===== config.mk =====
export PLATFORM = sky130hd
export DESIGN_NAME = line_rasterizer_all_octants
export DESIGN_NICKNAME = d
export VERILOG_FILES = /design/src/hdl/lrast_pkg.sv /design/src/hdl/lrast_dp.sv /design/src/hdl/lrast_ctrl.sv /design/src/hdl/line_rasterizer_all_octants.sv
export VERILOG_INCLUDE_DIRS = /design/src /design/src/hdl
export SDC_FILE = /design/constraint.sdc
export NUM_CORES = 1
export LEC_CHECK = 0
export ABC_AREA = 0
export BUFFER_PORTS_ARGS = -buffer_cell sky130_fd_sc_hd__buf_2
export CAP_MARGIN = 15
export CORE_MARGIN = 5
export CORE_UTILIZATION = 65
export CTS_CLUSTER_SIZE = 14
export DETAILED_ROUTE_END_ITERATION = 16
export MAX_ROUTING_LAYER = met4
export PLACE_DENSITY = 0.89
export RECOVER_POWER = 50
export SLEW_MARGIN = 20
export SYNTH_ARGS = -nofsm -noshare
export SYNTH_HDL_FRONTEND = slang
export SYNTH_SLANG_ARGS = --single-unit

===== constraint.sdc =====
create_clock -name clk_i -period 12.3 [get_ports clk_i]
set_input_delay 1.23 -clock clk_i [delete_from_list [all_inputs] [get_ports clk_i]]
set_output_delay 1.23 -clock clk_i [all_outputs]
set_load 0.05 [all_outputs]

===== src/hdl/assert_macros.svh =====
// Assertion macros shared by the line rasterizer RTL.
// Needs clk_i and rst_ni in the scope of every use.
`ifndef ASSERT_MACROS_SVH
`define ASSERT_MACROS_SVH
`ifndef SYNTH
// Check that prop holds at every clock edge outside reset.
`define LRAST_ASSERT(lbl, prop, msg) \
  lbl: assert property (@(posedge clk_i) disable iff (!rst_ni) (prop)) else $error(msg);
// Check that expr never holds at a clock edge outside reset.
`define LRAST_NEVER(lbl, expr, msg) \
  lbl: assert property (@(posedge clk_i) disable iff (!rst_ni) !(expr)) else $error(msg);
`else
`define LRAST_ASSERT(lbl, prop, msg)
`define LRAST_NEVER(lbl, expr, msg)
`endif
`endif


===== src/hdl/lrast_pkg.sv =====
// Shared types and constants for the line rasterizer.
// Used by lrast_ctrl, lrast_dp and line_rasterizer_all_octants.
package lrast_pkg;

  // Width of every coordinate port.
  localparam int unsigned PixW = 6;
  // Default tile size, as log2 of pixels per side.
  localparam int unsigned CoordBitsDef = 6;

  typedef enum logic [1:0] {
    ST_IDLE,
    ST_SETUP,
    ST_EMIT
  } lrast_state_e;

  // Commands from controller to datapath.
  typedef struct packed {
    logic load;   // capture a new request
    logic setup;  // derive deltas, length and decision term
    logic step;   // advance to the next pixel
  } lrast_cmd_t;

  // Status from datapath to controller.
  typedef struct packed {
    logic last;   // current pixel is the end point
  } lrast_sts_t;

endpackage


===== src/hdl/lrast_dp.sv =====
// Datapath of the line rasterizer: coordinates, decision term, pixel count.
// Depends on lrast_pkg; driven by commands from lrast_ctrl.
module lrast_dp #(
  parameter int unsigned COORD_BITS = lrast_pkg::CoordBitsDef
) (
  input  logic                       clk_i,
  input  logic                       rst_ni,
  input  lrast_pkg::lrast_cmd_t      cmd_i,
  output lrast_pkg::lrast_sts_t      sts_o,
  input  logic [lrast_pkg::PixW-1:0] x_start_i,
  input  logic [lrast_pkg::PixW-1:0] y_start_i,
  input  logic [lrast_pkg::PixW-1:0] x_end_i,
  input  logic [lrast_pkg::PixW-1:0] y_end_i,
  output logic [lrast_pkg::PixW-1:0] pixel_x_o,
  output logic [lrast_pkg::PixW-1:0] pixel_y_o
);
  import lrast_pkg::*;

  localparam int unsigned CW = COORD_BITS;
  localparam int unsigned DW = COORD_BITS + 3;

  logic [CW-1:0] x_q, x_d, y_q, y_d;
  logic [CW-1:0] xe_q, ye_q;
  logic [CW-1:0] rem_q, rem_d;
  logic [DW-1:0] d_q, d_d;
  logic [DW-1:0] inc_step_q, inc_step_d;
  logic [DW-1:0] inc_stay_q, inc_stay_d;
  logic          x_major_q, x_major_d;
  logic          x_neg_q, x_neg_d;
  logic          y_neg_q, y_neg_d;

  logic [CW:0]   dx, dy;
  logic [CW-1:0] adx, ady, len, minor, diff;
  logic          minor_step;
  logic          step_x, step_y;

  // Setup: deltas and magnitudes from the captured endpoints.
  always_comb begin
    dx    = {1'b0, xe_q} - {1'b0, x_q};
    dy    = {1'b0, ye_q} - {1'b0, y_q};
    adx   = dx[CW] ? CW'(-dx) : dx[CW-1:0];
    ady   = dy[CW] ? CW'(-dy) : dy[CW-1:0];
    x_major_d = adx > ady;
    len   = x_major_d ? adx : ady;
    minor = x_major_d ? ady : adx;
    diff  = len - minor;
    x_neg_d    = dx[CW];
    y_neg_d    = dy[CW];
    inc_step_d = {2'b00, diff, 1'b0};
    inc_stay_d = {2'b00, minor, 1'b0};
  end

  // Step: minor axis moves when the decision term is not positive.
  always_comb begin
    minor_step = d_q[DW-1] || (d_q == '0);
    step_x     = x_major_q || minor_step;
    step_y     = !x_major_q || minor_step;
    x_d   = x_neg_q ? x_q - CW'(1) : x_q + CW'(1);
    y_d   = y_neg_q ? y_q - CW'(1) : y_q + CW'(1);
    d_d   = minor_step ? d_q + inc_step_q : d_q - inc_stay_q;
    rem_d = rem_q - CW'(1);
  end

  always_ff @(posedge clk_i or negedge rst_ni) begin
    if (!rst_ni) begin
      x_q        <= '0;
      y_q        <= '0;
      xe_q       <= '0;
      ye_q       <= '0;
      x_major_q  <= 1'b0;
      x_neg_q    <= 1'b0;
      y_neg_q    <= 1'b0;
      inc_step_q <= '0;
      inc_stay_q <= '0;
      d_q        <= '0;
      rem_q      <= '0;
    end else if (cmd_i.load) begin
      x_q  <= x_start_i[CW-1:0];
      y_q  <= y_start_i[CW-1:0];
      xe_q <= x_end_i[CW-1:0];
      ye_q <= y_end_i[CW-1:0];
    end else if (cmd_i.setup) begin
      x_major_q  <= x_major_d;
      x_neg_q    <= x_neg_d;
      y_neg_q    <= y_neg_d;
      inc_step_q <= inc_step_d;
      inc_stay_q <= inc_stay_d;
      d_q        <= {3'b000, len} - {2'b00, minor, 1'b0};
      rem_q      <= len;
    end else if (cmd_i.step) begin
      if (step_x) x_q <= x_d;
      if (step_y) y_q <= y_d;
      d_q   <= d_d;
      rem_q <= rem_d;
    end
  end

  assign sts_o.last = (rem_q == '0);
  assign pixel_x_o  = PixW'(x_q);
  assign pixel_y_o  = PixW'(y_q);

endmodule


===== src/hdl/lrast_ctrl.sv =====
// Controller of the line rasterizer: sequences capture, setup and emission.
// Depends on lrast_pkg and assert_macros.svh.
`include "assert_macros.svh"
module lrast_ctrl (
  input  logic                  clk_i,
  input  logic                  rst_ni,
  input  logic                  in_valid_i,
  output logic                  in_stall_o,
  output logic                  out_valid_o,
  input  logic                  out_stall_i,
  input  lrast_pkg::lrast_sts_t sts_i,
  output lrast_pkg::lrast_cmd_t cmd_o
);
  import lrast_pkg::*;

  lrast_state_e state_q, state_d;

  always_ff @(posedge clk_i or negedge rst_ni) begin
    if (!rst_ni) begin
      state_q <= ST_IDLE;
    end else begin
      state_q <= state_d;
    end
  end

  always_comb begin
    state_d     = state_q;
    cmd_o       = '0;
    in_stall_o  = 1'b1;
    out_valid_o = 1'b0;
    unique case (state_q)
      ST_IDLE: begin
        in_stall_o = 1'b0;
        if (in_valid_i) begin
          cmd_o.load = 1'b1;
          state_d    = ST_SETUP;
        end
      end
      ST_SETUP: begin
        cmd_o.setup = 1'b1;
        state_d     = ST_EMIT;
      end
      ST_EMIT: begin
        out_valid_o = 1'b1;
        if (!out_stall_i) begin
          if (sts_i.last) begin
            state_d = ST_IDLE;
          end else begin
            cmd_o.step = 1'b1;
          end
        end
      end
      default: begin
        state_d = ST_IDLE;
      end
    endcase
  end

  `LRAST_ASSERT(a_setup_to_emit, state_q == ST_SETUP |=> state_q == ST_EMIT, "no emit after setup")
  `LRAST_ASSERT(a_stall_holds, out_valid_o && out_stall_i |=> out_valid_o && $stable(sts_i), "pixel lost")
  `LRAST_ASSERT(a_last_ends, out_valid_o && !out_stall_i && sts_i.last |=> state_q == ST_IDLE, "overran")
  `LRAST_NEVER(a_step_past_last, cmd_o.step && sts_i.last, "step beyond end point")
  `LRAST_NEVER(a_load_busy, cmd_o.load && state_q != ST_IDLE, "request captured while busy")

endmodule


===== src/hdl/line_rasterizer_all_octants.sv =====
// Midpoint line rasterizer for all eight octants: one request in, its pixels out.
// Depends on lrast_pkg, lrast_ctrl, lrast_dp and assert_macros.svh.
//
// Usage:
//   Input channel: a line request (x_start, y_start, x_end, y_end) is taken
//   when in_valid_i is high and in_stall_o is low. in_stall_o stays high
//   from the capture until the end point of that line has been taken.
//   Output channel: one item per pixel, start point first, taken when
//   out_valid_o is high and out_stall_i is low. last_pixel_o marks the end
//   point; equal endpoints give a single item with last_pixel_o set.
//   Timing: capture, then setup, then one pixel per cycle along the major
//   axis while out_stall_i is low. The first pixel is offered once the
//   setup state has passed.
//   Stall: while out_stall_i is high the current pixel holds and nothing
//   advances. Reset (rst_ni low, asynchronous) returns the controller to
//   idle, drops any line in progress and leaves the input open.
//   Coordinate bits above COORD_BITS are ignored, so points wrap.
module line_rasterizer_all_octants #(
  parameter int unsigned COORD_BITS = lrast_pkg::CoordBitsDef
) (
  input  logic                       clk_i,
  input  logic                       rst_ni,
  input  logic                       in_valid_i,
  output logic                       in_stall_o,
  input  logic [lrast_pkg::PixW-1:0] x_start_i,
  input  logic [lrast_pkg::PixW-1:0] y_start_i,
  input  logic [lrast_pkg::PixW-1:0] x_end_i,
  input  logic [lrast_pkg::PixW-1:0] y_end_i,
  output logic                       out_valid_o,
  input  logic                       out_stall_i,
  output logic [lrast_pkg::PixW-1:0] pixel_x_o,
  output logic [lrast_pkg::PixW-1:0] pixel_y_o,
  output logic                       last_pixel_o
);
  import lrast_pkg::*;

  lrast_cmd_t cmd;
  lrast_sts_t sts;

  // Sequence capture, setup and per-pixel advance.
  lrast_ctrl u_ctrl (
    .clk_i       (clk_i),
    .rst_ni      (rst_ni),
    .in_valid_i  (in_valid_i),
    .in_stall_o  (in_stall_o),
    .out_valid_o (out_valid_o),
    .out_stall_i (out_stall_i),
    .sts_i       (sts),
    .cmd_o       (cmd)
  );

  // Hold the current pixel, decision term and remaining pixel count.
  lrast_dp #(
    .COORD_BITS (COORD_BITS)
  ) u_dp (
    .clk_i     (clk_i),
    .rst_ni    (rst_ni),
    .cmd_i     (cmd),
    .sts_o     (sts),
    .x_start_i (x_start_i),
    .y_start_i (y_start_i),
    .x_end_i   (x_end_i),
    .y_end_i   (y_end_i),
    .pixel_x_o (pixel_x_o),
    .pixel_y_o (pixel_y_o)
  );

  // The end point is flagged from the remaining count.
  assign last_pixel_o = sts.last;

endmodule

==> flow_summary_export.csv, run 1 <==
group,metric,value,unit
worst_setup_path,worst_ep_required_time,12.50,ns
timing,rsz0062_at_grt,"false",
timing,finalCriticalPeriod,5.70,ns
grt,grt_pass1_vias,3862,
clocking,postCtsHoldBufs,0,
logic_synthesis,synth_flop_cell,"dfrtp_1",
worst_setup_path,crit_fanout,25,
timing,final-max-slew-violation-count,98,
timing,fin_tns_setup,0,ns
worst_setup_path,path_class,"flop to flop",
timing,fin_ws,6.60,ns
grt,grt_usage,25.3,%
clocking,h-tree-depth,2,
worst_setup_path,worstReg2RegEnd,"u_dp.d_q[7]$_DFFE_PN0P_",
logic_synthesis,ys_ff_latch,56,
die,core_area,6790,um2
clocking,cts_tree,"yes",
clocking,clock_path_buffers,2,
worst_setup_path,crit_buf_inv,2,
logic_synthesis,async_reset_ff_share,100,%
logic_synthesis,synthCells,513,
placed_design,place_ws,6.72,ns
timing,setup_viol,0,
logic_synthesis,synth_nets,590,
logic_synthesis,yosys_warnings,0,
cells_and_area,fillers,513,
clocking,worstSkewPairLatency,0.32,ns
placed_design,dp_hpwl,7850,um
die,num_rows,30,
die,die_w,93.5,um
cells_and_area,layout-drive-gt1-share,14.9,%
routing,drt_iter0_markers,191,
outcome,status,"finished with violations",
worst_setup_path,r2r_cells,22,
timing,max_slew_margin,-100,%
clocking,root_buffer,"clkbuf_8",
clocking,clk_pin_slew,0.10,ns
cells_and_area,fin_util,72.2,%
cells_and_area,final_nets,627,
worst_setup_path,start_kind,"flop",
logic_synthesis,yosysSeqAreaShare,30.9,%
worst_setup_path,endpoint,"u_dp.d_q[7]$_DFFE_PN0P_",
routing,vias_per_cell,5.85,
timing,hold_violations,0,
grt,grt_start_max_net_pins,57,
logic_synthesis,synth_edf_count,0,
placed_design,place_congestion,0.896,
die,die_h,93.5,um
clocking,cts_resized,0,
logic_synthesis,yosysUniqueCellTypes,54,
timing,fmax,0.176,GHz
worst_setup_path,path_common_cell,"a21oi_1",
timing,worst_pin_slew,3.01,ns
routing,vias,3788,
worst_setup_path,timing.rr.start,"u_dp.pixel_x_o[0]$_DFFE_PN0P_",
worst_setup_path,crit_start,"u_dp.pixel_x_o[0]$_DFFE_PN0P_",
routing,route.detailed.drc,0,
outcome,violations,"max-capacitance violations, max-slew violations",
min_path,hold_depth,2,
cells_and_area,multi_input_area,2920,um2
worst_setup_path,worstPathCellList,"ha_1, fa_1, nand2b_1, a21oi_2, a31o_2, nor2_1, a21oi_1, ha_1, nor2b_1, o2111ai_1, a22oi_1, mux2i_4, inv_2, o21bai_1, inv_1, fa_1, nor2b_1, o21ai_0, nand2b_1, a21oi_1, nor3b_1, a21oi_1",
routing,wl_per_cell,15.9,um
timing,finalCritPeriodShare,46.3,%
cells_and_area,diodes,0,
die,start_util,66.7,%
routing,dr.pass1.iters,6,
grt,grt_overflow,0,
worst_setup_path,path_delay_family,"compound AO/OA/AOI/OAI gates",
clocking,clock_sinks,56,
clocking,post-cts-setup-buffers,0,
routing,ant_nets,0,
worst_setup_path,cp-end-kind,"flop",
die,num_io_pins,43,
worst_setup_path,cp_num_cells,22,
cells_and_area,seqCellArea,1400,um2
worst_setup_path,slowest_stage,"mux2i_4",
cells_and_area,syn_to_final_growth,8.31,%
worst_setup_path,max_stage_delay,0.60,ns
timing,fin_worst_skew,0.0124,ns
routing,drt-total-wl,10300,um
min_path,worstHoldPathType,"flop to flop",
grt,antenna_found_initial,0,
clocking,cts_made_buffers,5,
die,die_area,8740,um2
grt,grt_pass1_wl,17500,um
placed_design,port_buffers,42,
logic_synthesis,syn-cell-area,4530,um2
run,cap_violations,2,
worst_setup_path,arrival,5.90,ns
worst_setup_path,worst-r2r-setup-slack,6.60,ns
logic_synthesis,syn_avg_cell_area,8.83,um2
==> worst min-delay path by stage <==
stage	slack, ns	to	start
3_3_place_gp	0.47	u_dp.inc_step_q[1]$_DFFE_PN0P_	u_dp.inc_step_q[1]$_DFFE_PN0P_
2_1_floorplan	0.44	u_dp.inc_step_q[2]$_DFFE_PN0P_	u_dp.inc_step_q[2]$_DFFE_PN0P_
4_1_cts	0.50	u_dp.inc_step_q[3]$_DFFE_PN0P_	u_dp.inc_step_q[3]$_DFFE_PN0P_
3_5_place_dp	0.48	u_dp.inc_step_q[3]$_DFFE_PN0P_	u_dp.inc_step_q[3]$_DFFE_PN0P_
6_report	0.50	u_dp.inc_step_q[3]$_DFFE_PN0P_	u_dp.inc_step_q[3]$_DFFE_PN0P_
5_1_grt	0.54	u_dp.inc_step_q[4]$_DFFE_PN0P_	u_dp.inc_step_q[4]$_DFFE_PN0P_
==> flip-flops by register name (all words and copies together) (netlist names) <==
| name | flops |
|---|---|
| u_dp.pixel_x_o | 6 |
| u_dp.y_neg_q | 1 |
| u_dp.x_neg_q | 1 |
| u_dp.d_q | 9 |
| u_dp.ye_q | 6 |
| u_ctrl.state_q | 2 |
| u_dp.x_major_q | 1 |
| u_dp.xe_q | 6 |
| u_dp.inc_step_q | 6 |
| u_dp.rem_q | 6 |
| u_dp.inc_stay_q | 6 |
| u_dp.pixel_y_o | 6 |
==> cell usage in the layout, fill, tap and decap left out, drive strengths merged, types with 2 or more instances in the layout <==
master / instances
nor2b: 7
dfrtp: 56
a21oi: 33
buf: 44
a31oi: 4
and2: 3
o21ai: 49
nor4: 6
a211o: 2
or2: 4
nor3b: 3
o211ai: 2
a211oi: 6
xnor2: 33
a31o: 4
nand2b: 5
a221oi: 2
or3: 4
inv: 40
a21boi: 3
o22ai: 2
mux2i: 16
fa: 6
nor2: 29
a22oi: 3
xor2: 15
clkbuf: 9
ha: 43
nand3: 6
o31ai: 3
o21bai: 6
a21o: 9
mux2: 15
nand2: 64
nor3: 6
==> Yosys cell counts, types with 9 or more instances <==
| master | number | area [um2] |
|---|---|---|
| mux2i_1 | 15 | 150 |
| a21oi_1 | 31 | 155 |
| mux2_2 | 15 | 169 |
| nor2_1 | 29 | 109 |
| o21ai_0 | 32 | 160 |
| xnor2_1 | 32 | 280 |
| ha_1 | 43 | 538 |
| inv_1 | 38 | 143 |
| dfrtp_1 | 56 | 1400 |
| xor2_1 | 15 | 131 |
| nand2_1 | 64 | 240 |
| clkbuf_1 | 12 | 45.0 |
| o21ai_1 | 17 | 85.1 |
| a21o_1 | 9 | 67.6 |
==> layout make-up <==
| class | count | area share (%) |
|---|---|---|
| multi-input cells | 401 | 59.5 |
| repair buffers | 46 | 4.74 |
| inverters | 40 | 3.06 |
| clock inverters | 1 | 0.178 |
| clock buffers | 7 | 1.55 |
| well taps | 96 | 2.45 |
| flip-flops and latches | 56 | 28.5 |
==> metal layers <==
metal	vias up	wire length (um)	part of all wire (%)	GRT usage [%]
li1	1850	-	-	-
met1	1791	4460	43	31.5
met2	121	5090	50	42.4
met3	26	488	4.8	4.59
met4	0	237	2.3	7.08
met5	-	0	0	-
==> worst reg2reg max path, delay by kind of cell, from the launching register on <==
kind / cells / cell delay (ns)
flip-flops: 1 / 0.44
AO/OA/AOI/OAI: 9 / 1.80
multiplexers: 1 / 0.60
buffers and inverters: 2 / 0.28
adder cells (fa/ha/maj): 4 / 1.53
AND/OR/NAND/NOR: 6 / 0.92
==> stage by stage <==
step / hold slack, ns / instances / area [um2]
after global routing: 0.536 / 647 / 4910
after detailed placement: 0.479 / 639 / 4830
final: 0.499 / 647 / 4910
after floorplan: 0.442 / 513 / 4530
after global placement: 0.473 / 639 / 4830
after CTS: 0.501 / 647 / 4920
==> kinds of logic after synthesis <==
kind of cell	synth area share, %
adders and majority gates	14.5
AOI/OAI and AO/OA	18.1
and+or+nand+nor	14.3
DFF	30.9
muxes	7.54
buffers and inverters	4.72
xor gates and xnor gates	9.94
Power of run 1 is left out: the tool's default activity adds up to more than one toggle a clock period on the data nets, which glitch-free logic cannot reach.
==> run 2: changes to the inputs <==
--- a/config.mk
+++ b/config.mk
@@ -10,11 +10,11 @@
 export BUFFER_PORTS_ARGS = -buffer_cell sky130_fd_sc_hd__buf_2
 export CAP_MARGIN = 15
 export CORE_MARGIN = 5
-export CORE_UTILIZATION = 65
+export CORE_UTILIZATION = 55
 export CTS_CLUSTER_SIZE = 14
 export DETAILED_ROUTE_END_ITERATION = 16
 export MAX_ROUTING_LAYER = met4
-export PLACE_DENSITY = 0.89
+export PLACE_DENSITY = 0.81
 export RECOVER_POWER = 50
 export SLEW_MARGIN = 20
 export SYNTH_ARGS = -nofsm -noshare
==> constraint.sdc (replaced) <==
create_clock -name clk_i -period 4.8 [get_ports clk_i]
set_input_delay 0.48 -clock clk_i [delete_from_list [all_inputs] [get_ports clk_i]]
set_output_delay 0.48 -clock clk_i [all_outputs]
set_load 0.05 [all_outputs]
==> flow_summary_export.csv, run 2 (same netlist as run 1, synthesis figures left out) <==
group,metric,value,unit
outcome,status,"finished with violations",
outcome,violations,"max-capacitance violations, max-slew violations",
worst_setup_path,cp-end-kind,"flop",
placed_design,place_congestion,0.891,
worst_setup_path,crit_fanout,17,
clocking,cts_made_buffers,5,
run,cap_violations,2,
cells_and_area,fin_util,64.9,%
timing,worst_pin_slew,3.13,ns
placed_design,port_buffers,42,
routing,wl_per_cell,16.0,um
timing,rsz0062_at_grt,"true",
die,die_w,101,um
grt,antenna_found_initial,0,
clocking,h-tree-depth,2,
die,num_io_pins,43,
grt,grt_pass1_vias,3842,
clocking,clock_path_buffers,2,
die,die_h,101,um
clocking,root_buffer,"clkbuf_8",
worst_setup_path,timing.rr.start,"u_dp.pixel_x_o[0]$_DFFE_PN0P_",
timing,max_slew_margin,-108,%
timing,hold_violations,0,
worst_setup_path,start_kind,"flop",
timing,fin_worst_skew,0.0121,ns
worst_setup_path,worstReg2RegEnd,"u_dp.d_q[7]$_DFFE_PN0P_",
worst_setup_path,arrival,4.91,ns
clocking,clock_sinks,56,
cells_and_area,final_cell_mix,"64 x nand2_1, 52 x dfrtp_1, 40 x ha_1, 40 x buf_2, 38 x inv_1",
worst_setup_path,endpoint,"u_dp.d_q[7]$_DFFE_PN0P_",
timing,finalCriticalPeriod,4.65,ns
timing,fmax,0.215,GHz
cells_and_area,diodes,0,
routing,ant_nets,0,
placed_design,dp_hpwl,7980,um
clocking,cts_tree,"yes",
timing,final-max-slew-violation-count,98,
cells_and_area,layout_commonest_cell,"nand2_1",
worst_setup_path,worst_ep_required_time,5.05,ns
timing,finalCritPeriodShare,96.9,%
timing,setup_viol,0,
clocking,worstSkewPairLatency,0.32,ns
routing,vias_per_cell,5.65,
cells_and_area,syn_to_final_growth,16.5,%
timing,fin_tns_setup,0,ns
routing,drt_iter0_markers,190,
cells_and_area,largest_register_ffs,9,
die,num_rows,33,
worst_setup_path,path_class,"flop to flop",
die,start_util,55.7,%
die,die_area,10200,um2
worst_setup_path,r2r_cells,23,
routing,dr.pass1.iters,5,
min_path,worstHoldPathType,"input port to flop",
routing,route.detailed.drc,0,
cells_and_area,top_register,"u_dp.d_q",
cells_and_area,final_nets,653,
worst_setup_path,worst-r2r-setup-slack,0.15,ns
routing,vias,3852,
grt,grt_usage,22.4,%
cells_and_area,layout-drive-gt1-share,23.4,%
routing,drt-total-wl,10900,um
grt,grt_start_max_net_pins,57,
grt,grt_overflow,0,
grt,grt_pass1_wl,17900,um
min_path,hp-start,"x_start_i[4]",
clocking,clk_pin_slew,0.11,ns
die,core_area,8130,um2
worst_setup_path,crit_start,"u_dp.pixel_x_o[0]$_DFFE_PN0P_",
run 2: cell types whose count changed in the layout (fill, tap and decap cells not counted), sizes merged:
cell,change
clkinvlp,+1
buf,+24
clkbuf,+2
clkinv,-1
run 2: how the worst min path moves through the flow:
| stage | to | slack, ns | cells after the start |
|---|---|---|---|
| 2_1_floorplan | u_ctrl.state_q[0]$_DFFE_PN0P_ | 0.18 | 0 |
| 5_1_grt | u_dp.ye_q[1]$_DFFE_PN0P_ | 0.36 | 3 |
| 4_1_cts | u_dp.d_q[1]$_DFFE_PN0P_ | 0.33 | 2 |
| 3_3_place_gp | u_dp.inc_step_q[1]$_DFFE_PN0P_ | 0.47 | 2 |
| 3_5_place_dp | u_dp.inc_step_q[2]$_DFFE_PN0P_ | 0.48 | 2 |
| 6_report | u_dp.pixel_x_o[4]$_DFFE_PN0P_ | 0.37 | 3 |
run 2: metal layers:
layer  GRT usage, %  share of wire, %
met1           28.8                44
met2           36.6                50
met3           2.98               3.7
met4           6.94               2.6
met5              -                 0
run 2: layout make-up:
class / instances / area [um2]
multi-input cells: 401 / 3060
fillers: 634 / 2860
flip-flops and latches: 56 / 1410
repair buffers: 72 / 433
inverters: 40 / 150
well taps: 105 / 131
clock buffers: 7 / 86.3
clock inverters: 1 / 7.51
run 2: critical path, cell delays in order (launching register included):
cell and delay (ns):
dfrtp_2 0.44, ha_1 0.23, fa_2 0.35, nand2b_1 0.17, a21oi_2 0.22, buf_4 0.15, a31o_4 0.18, a31oi_1 0.06
xor2_1 0.30, ha_4 0.28, a211oi_4 0.26, a22oi_2 0.13, mux2i_4 0.20, buf_4 0.15, buf_6 0.17, nor2_1 0.08
a21oi_2 0.17, ha_1 0.30, nor2b_1 0.15, o21ai_0 0.14, nand2b_1 0.12, a21oi_2 0.16, nor3b_2 0.06, a21oi_1 0.11
run 2: timing repair:
| item | CTS | global route |
|---|---|---|
| setup buffers | 0 | 8 |
| endpoints found under the hold margin | 0 | 0 |
| pin swaps | 0 | 8 |
| hold buffers | 0 | 0 |
| endpoints found under the setup margin | 2 | 5 |
| gates resized for setup | 1 | 24 |
run 2: metrics by stage:
stage	hold WS, ns	setup slack (ns)	cell area, um2	std cells
6_report	0.365	0.147	5280	682
5_1_grt	0.360	-0.123	5280	682
4_1_cts	0.331	0.0181	5120	674
3_5_place_dp	0.480	0.0134	5020	666
3_3_place_gp	0.468	0.201	5020	666
2_1_floorplan	0.184	0.0107	4590	513
Power of run 2 is left out for the same reason.
==> run 3: changes to the inputs <==
--- a/config.mk
+++ b/config.mk
@@ -9,6 +9,7 @@
 export ABC_AREA = 0
 export BUFFER_PORTS_ARGS = -buffer_cell sky130_fd_sc_hd__buf_2
 export CAP_MARGIN = 15
+export CORE_ASPECT_RATIO = 2
 export CORE_MARGIN = 5
 export CORE_UTILIZATION = 55
 export CTS_CLUSTER_SIZE = 14
==> flow_summary_export.csv, run 3 (same netlist as run 1, synthesis figures left out) <==
group,metric,value,unit
timing,finalCritPeriodShare,96.0,%
timing,fin_worst_skew,0.00640,ns
timing,fin_ws,0.194,ns
clocking,worstSkewPairLatency,0.29,ns
timing,hold_violations,0,
worst_setup_path,slowest_stage,"dfrtp_2",
routing,wl_per_cell,17.4,um
routing,vias,3934,
clocking,cts_made_buffers,5,
die,die_h,138,um
grt,grt_pass1_vias,4232,
cells_and_area,syn_to_final_growth,19.3,%
timing,finalCriticalPeriod,4.61,ns
worst_setup_path,crit_fanout,6,
placed_design,place_ws,-0.0939,ns
timing,holdWs,0.385,ns
timing,fmax,0.217,GHz
timing,fin_tns_setup,0,ns
cells_and_area,largest_register_ffs,9,
cells_and_area,diodes,0,
grt,grt_usage,24.9,%
grt,grt_start_max_net_pins,57,
die,die_w,74.2,um
timing,final-max-slew-violation-count,98,
routing,ant_nets,0,
grt,antenna_found_initial,0,
cells_and_area,final_cell_mix,"64 x nand2_1, 52 x dfrtp_1, 38 x inv_1, 38 x ha_1, 37 x buf_2",
die,start_util,55.4,%
clocking,cts_tree,"yes",
die,num_rows,47,
cells_and_area,layout-drive-gt1-share,24.4,%
run,cap_violations,2,
worst_setup_path,crit_buf_inv,1,
routing,route.detailed.drc,0,
outcome,status,"finished with violations",
timing,worst_pin_slew,3.00,ns
cells_and_area,instances_no_fill,680,
worst_setup_path,path_class,"flop to flop",
placed_design,port_buffers,42,
grt,grt_overflow,0,
worst_setup_path,start_kind,"flop",
cells_and_area,top_register,"u_dp.d_q",
die,core_area,8170,um2
min_path,worstHoldPathType,"input port to flop",
worst_setup_path,max_stage_delay,0.43,ns
routing,drt-total-wl,11900,um
routing,dr.pass1.iters,4,
routing,drt_iter0_markers,121,
cells_and_area,layout_commonest_cell,"nand2_1",
outcome,violations,"max-capacitance violations, max-slew violations",
clocking,clock_path_buffers,2,
routing,vias_per_cell,5.79,
worst_setup_path,path_delay_family,"adder cells",
clocking,root_buffer,"clkbuf_16",
worst_setup_path,worst_ep_required_time,4.97,ns
worst_setup_path,arrival,4.77,ns
worst_setup_path,cp-end-kind,"flop",
cells_and_area,final_nets,658,
die,num_io_pins,43,
timing,setup_viol,0,
grt,grt_pass1_wl,19300,um
die,die_area,10300,um2
placed_design,dp_cells,661,
worst_setup_path,worstPathCellList,"ha_1, fa_2, nand2b_1, a21oi_4, a31o_4, a31oi_1, xor2_1, buf_4, ha_4, and4_2, a22oi_2, mux2i_4, nor2_2, o21bai_2, ha_1, o21ai_0, mux2i_1, o41ai_2, mux2i_1, nor4_2",
clocking,h-tree-depth,2,
placed_design,dp_hpwl,9400,um
clocking,clock_sinks,56,
placed_design,place_congestion,0.941,
timing,rsz0062_at_grt,"true",
clocking,clk_pin_slew,0.07,ns
timing,max_slew_margin,-99.7,%
## run 3: worst paths after layout
kind | to | start | slack, ns | cells after the start
worst min-delay path | u_dp.pixel_y_o[1]$_DFFE_PN0P_ | y_start_i[1] | 0.39 | 3
worst max-delay path | u_dp.d_q[6]$_DFFE_PN0P_ | u_dp.pixel_x_o[0]$_DFFE_PN0P_ | 0.19 | 20
worst min register to register | u_dp.inc_step_q[2]$_DFFE_PN0P_ | u_dp.inc_step_q[2]$_DFFE_PN0P_ | 0.49 | 2
worst max register to register | u_dp.d_q[6]$_DFFE_PN0P_ | u_dp.pixel_x_o[0]$_DFFE_PN0P_ | 0.19 | 20
min in group asynchronous | u_dp.pixel_y_o[2]$_DFFE_PN0P_ | rst_ni | 1.26 | 2
max in group asynchronous | u_dp.pixel_x_o[0]$_DFFE_PN0P_ | rst_ni | 1.64 | 2
## run 3: area by class of cell
type,instances,area (um2)
multi-input cells,401,3100
fillers,664,2770
flip-flops and latches,56,1410
repair buffers,77,475
inverters,40,150
clock buffers,8,146
well taps,98,123
## run 3: repair_timing
action,CTS,global route
hold buffers,0,0
endpoints found under the setup margin,3,7
setup buffers,2,9
gates resized for setup,3,26
pin swaps,1,14
hold endpoints to repair,0,0
cloned,0,0
## run 3: metrics by stage
| step | cell area (um2) | util (%) |
|---|---|---|
| 2_1_floorplan | 4590 | - |
| 3_3_place_gp | 5040 | 61.7 |
| 3_5_place_dp | 5040 | 61.7 |
| 4_1_cts | 5220 | 63.8 |
| 5_1_grt | 5410 | 66.1 |
| 6_report | 5410 | 66.1 |
## run 3: metal layers
| layer | routed length [um] | vias to the layer above | share of wire, % | track usage, % |
|---|---|---|---|---|
| met3 | 316 | 57 | 2.7 | 3.34 |
| li1 | - | 1923 | - | - |
| met5 | 0 | - | 0 | - |
| met2 | 6640 | 100 | 56 | 44.9 |
| met4 | 1060 | 0 | 8.9 | 18.3 |
| met1 | 3840 | 1854 | 32 | 21.9 |
## run 3: worst reg2reg max path, stage by stage, from the launching register on
cell	delay, ns
dfrtp_2	0.43
ha_1	0.23
fa_2	0.37
nand2b_1	0.20
a21oi_4	0.22
a31o_4	0.22
a31oi_1	0.06
xor2_1	0.15
buf_4	0.16
ha_4	0.31
and4_2	0.28
a22oi_2	0.08
mux2i_4	0.27
nor2_2	0.09
o21bai_2	0.22
ha_1	0.30
o21ai_0	0.07
mux2i_1	0.15
o41ai_2	0.34
mux2i_1	0.26
nor4_2	0.07
Power of run 3 is left out for the same reason.
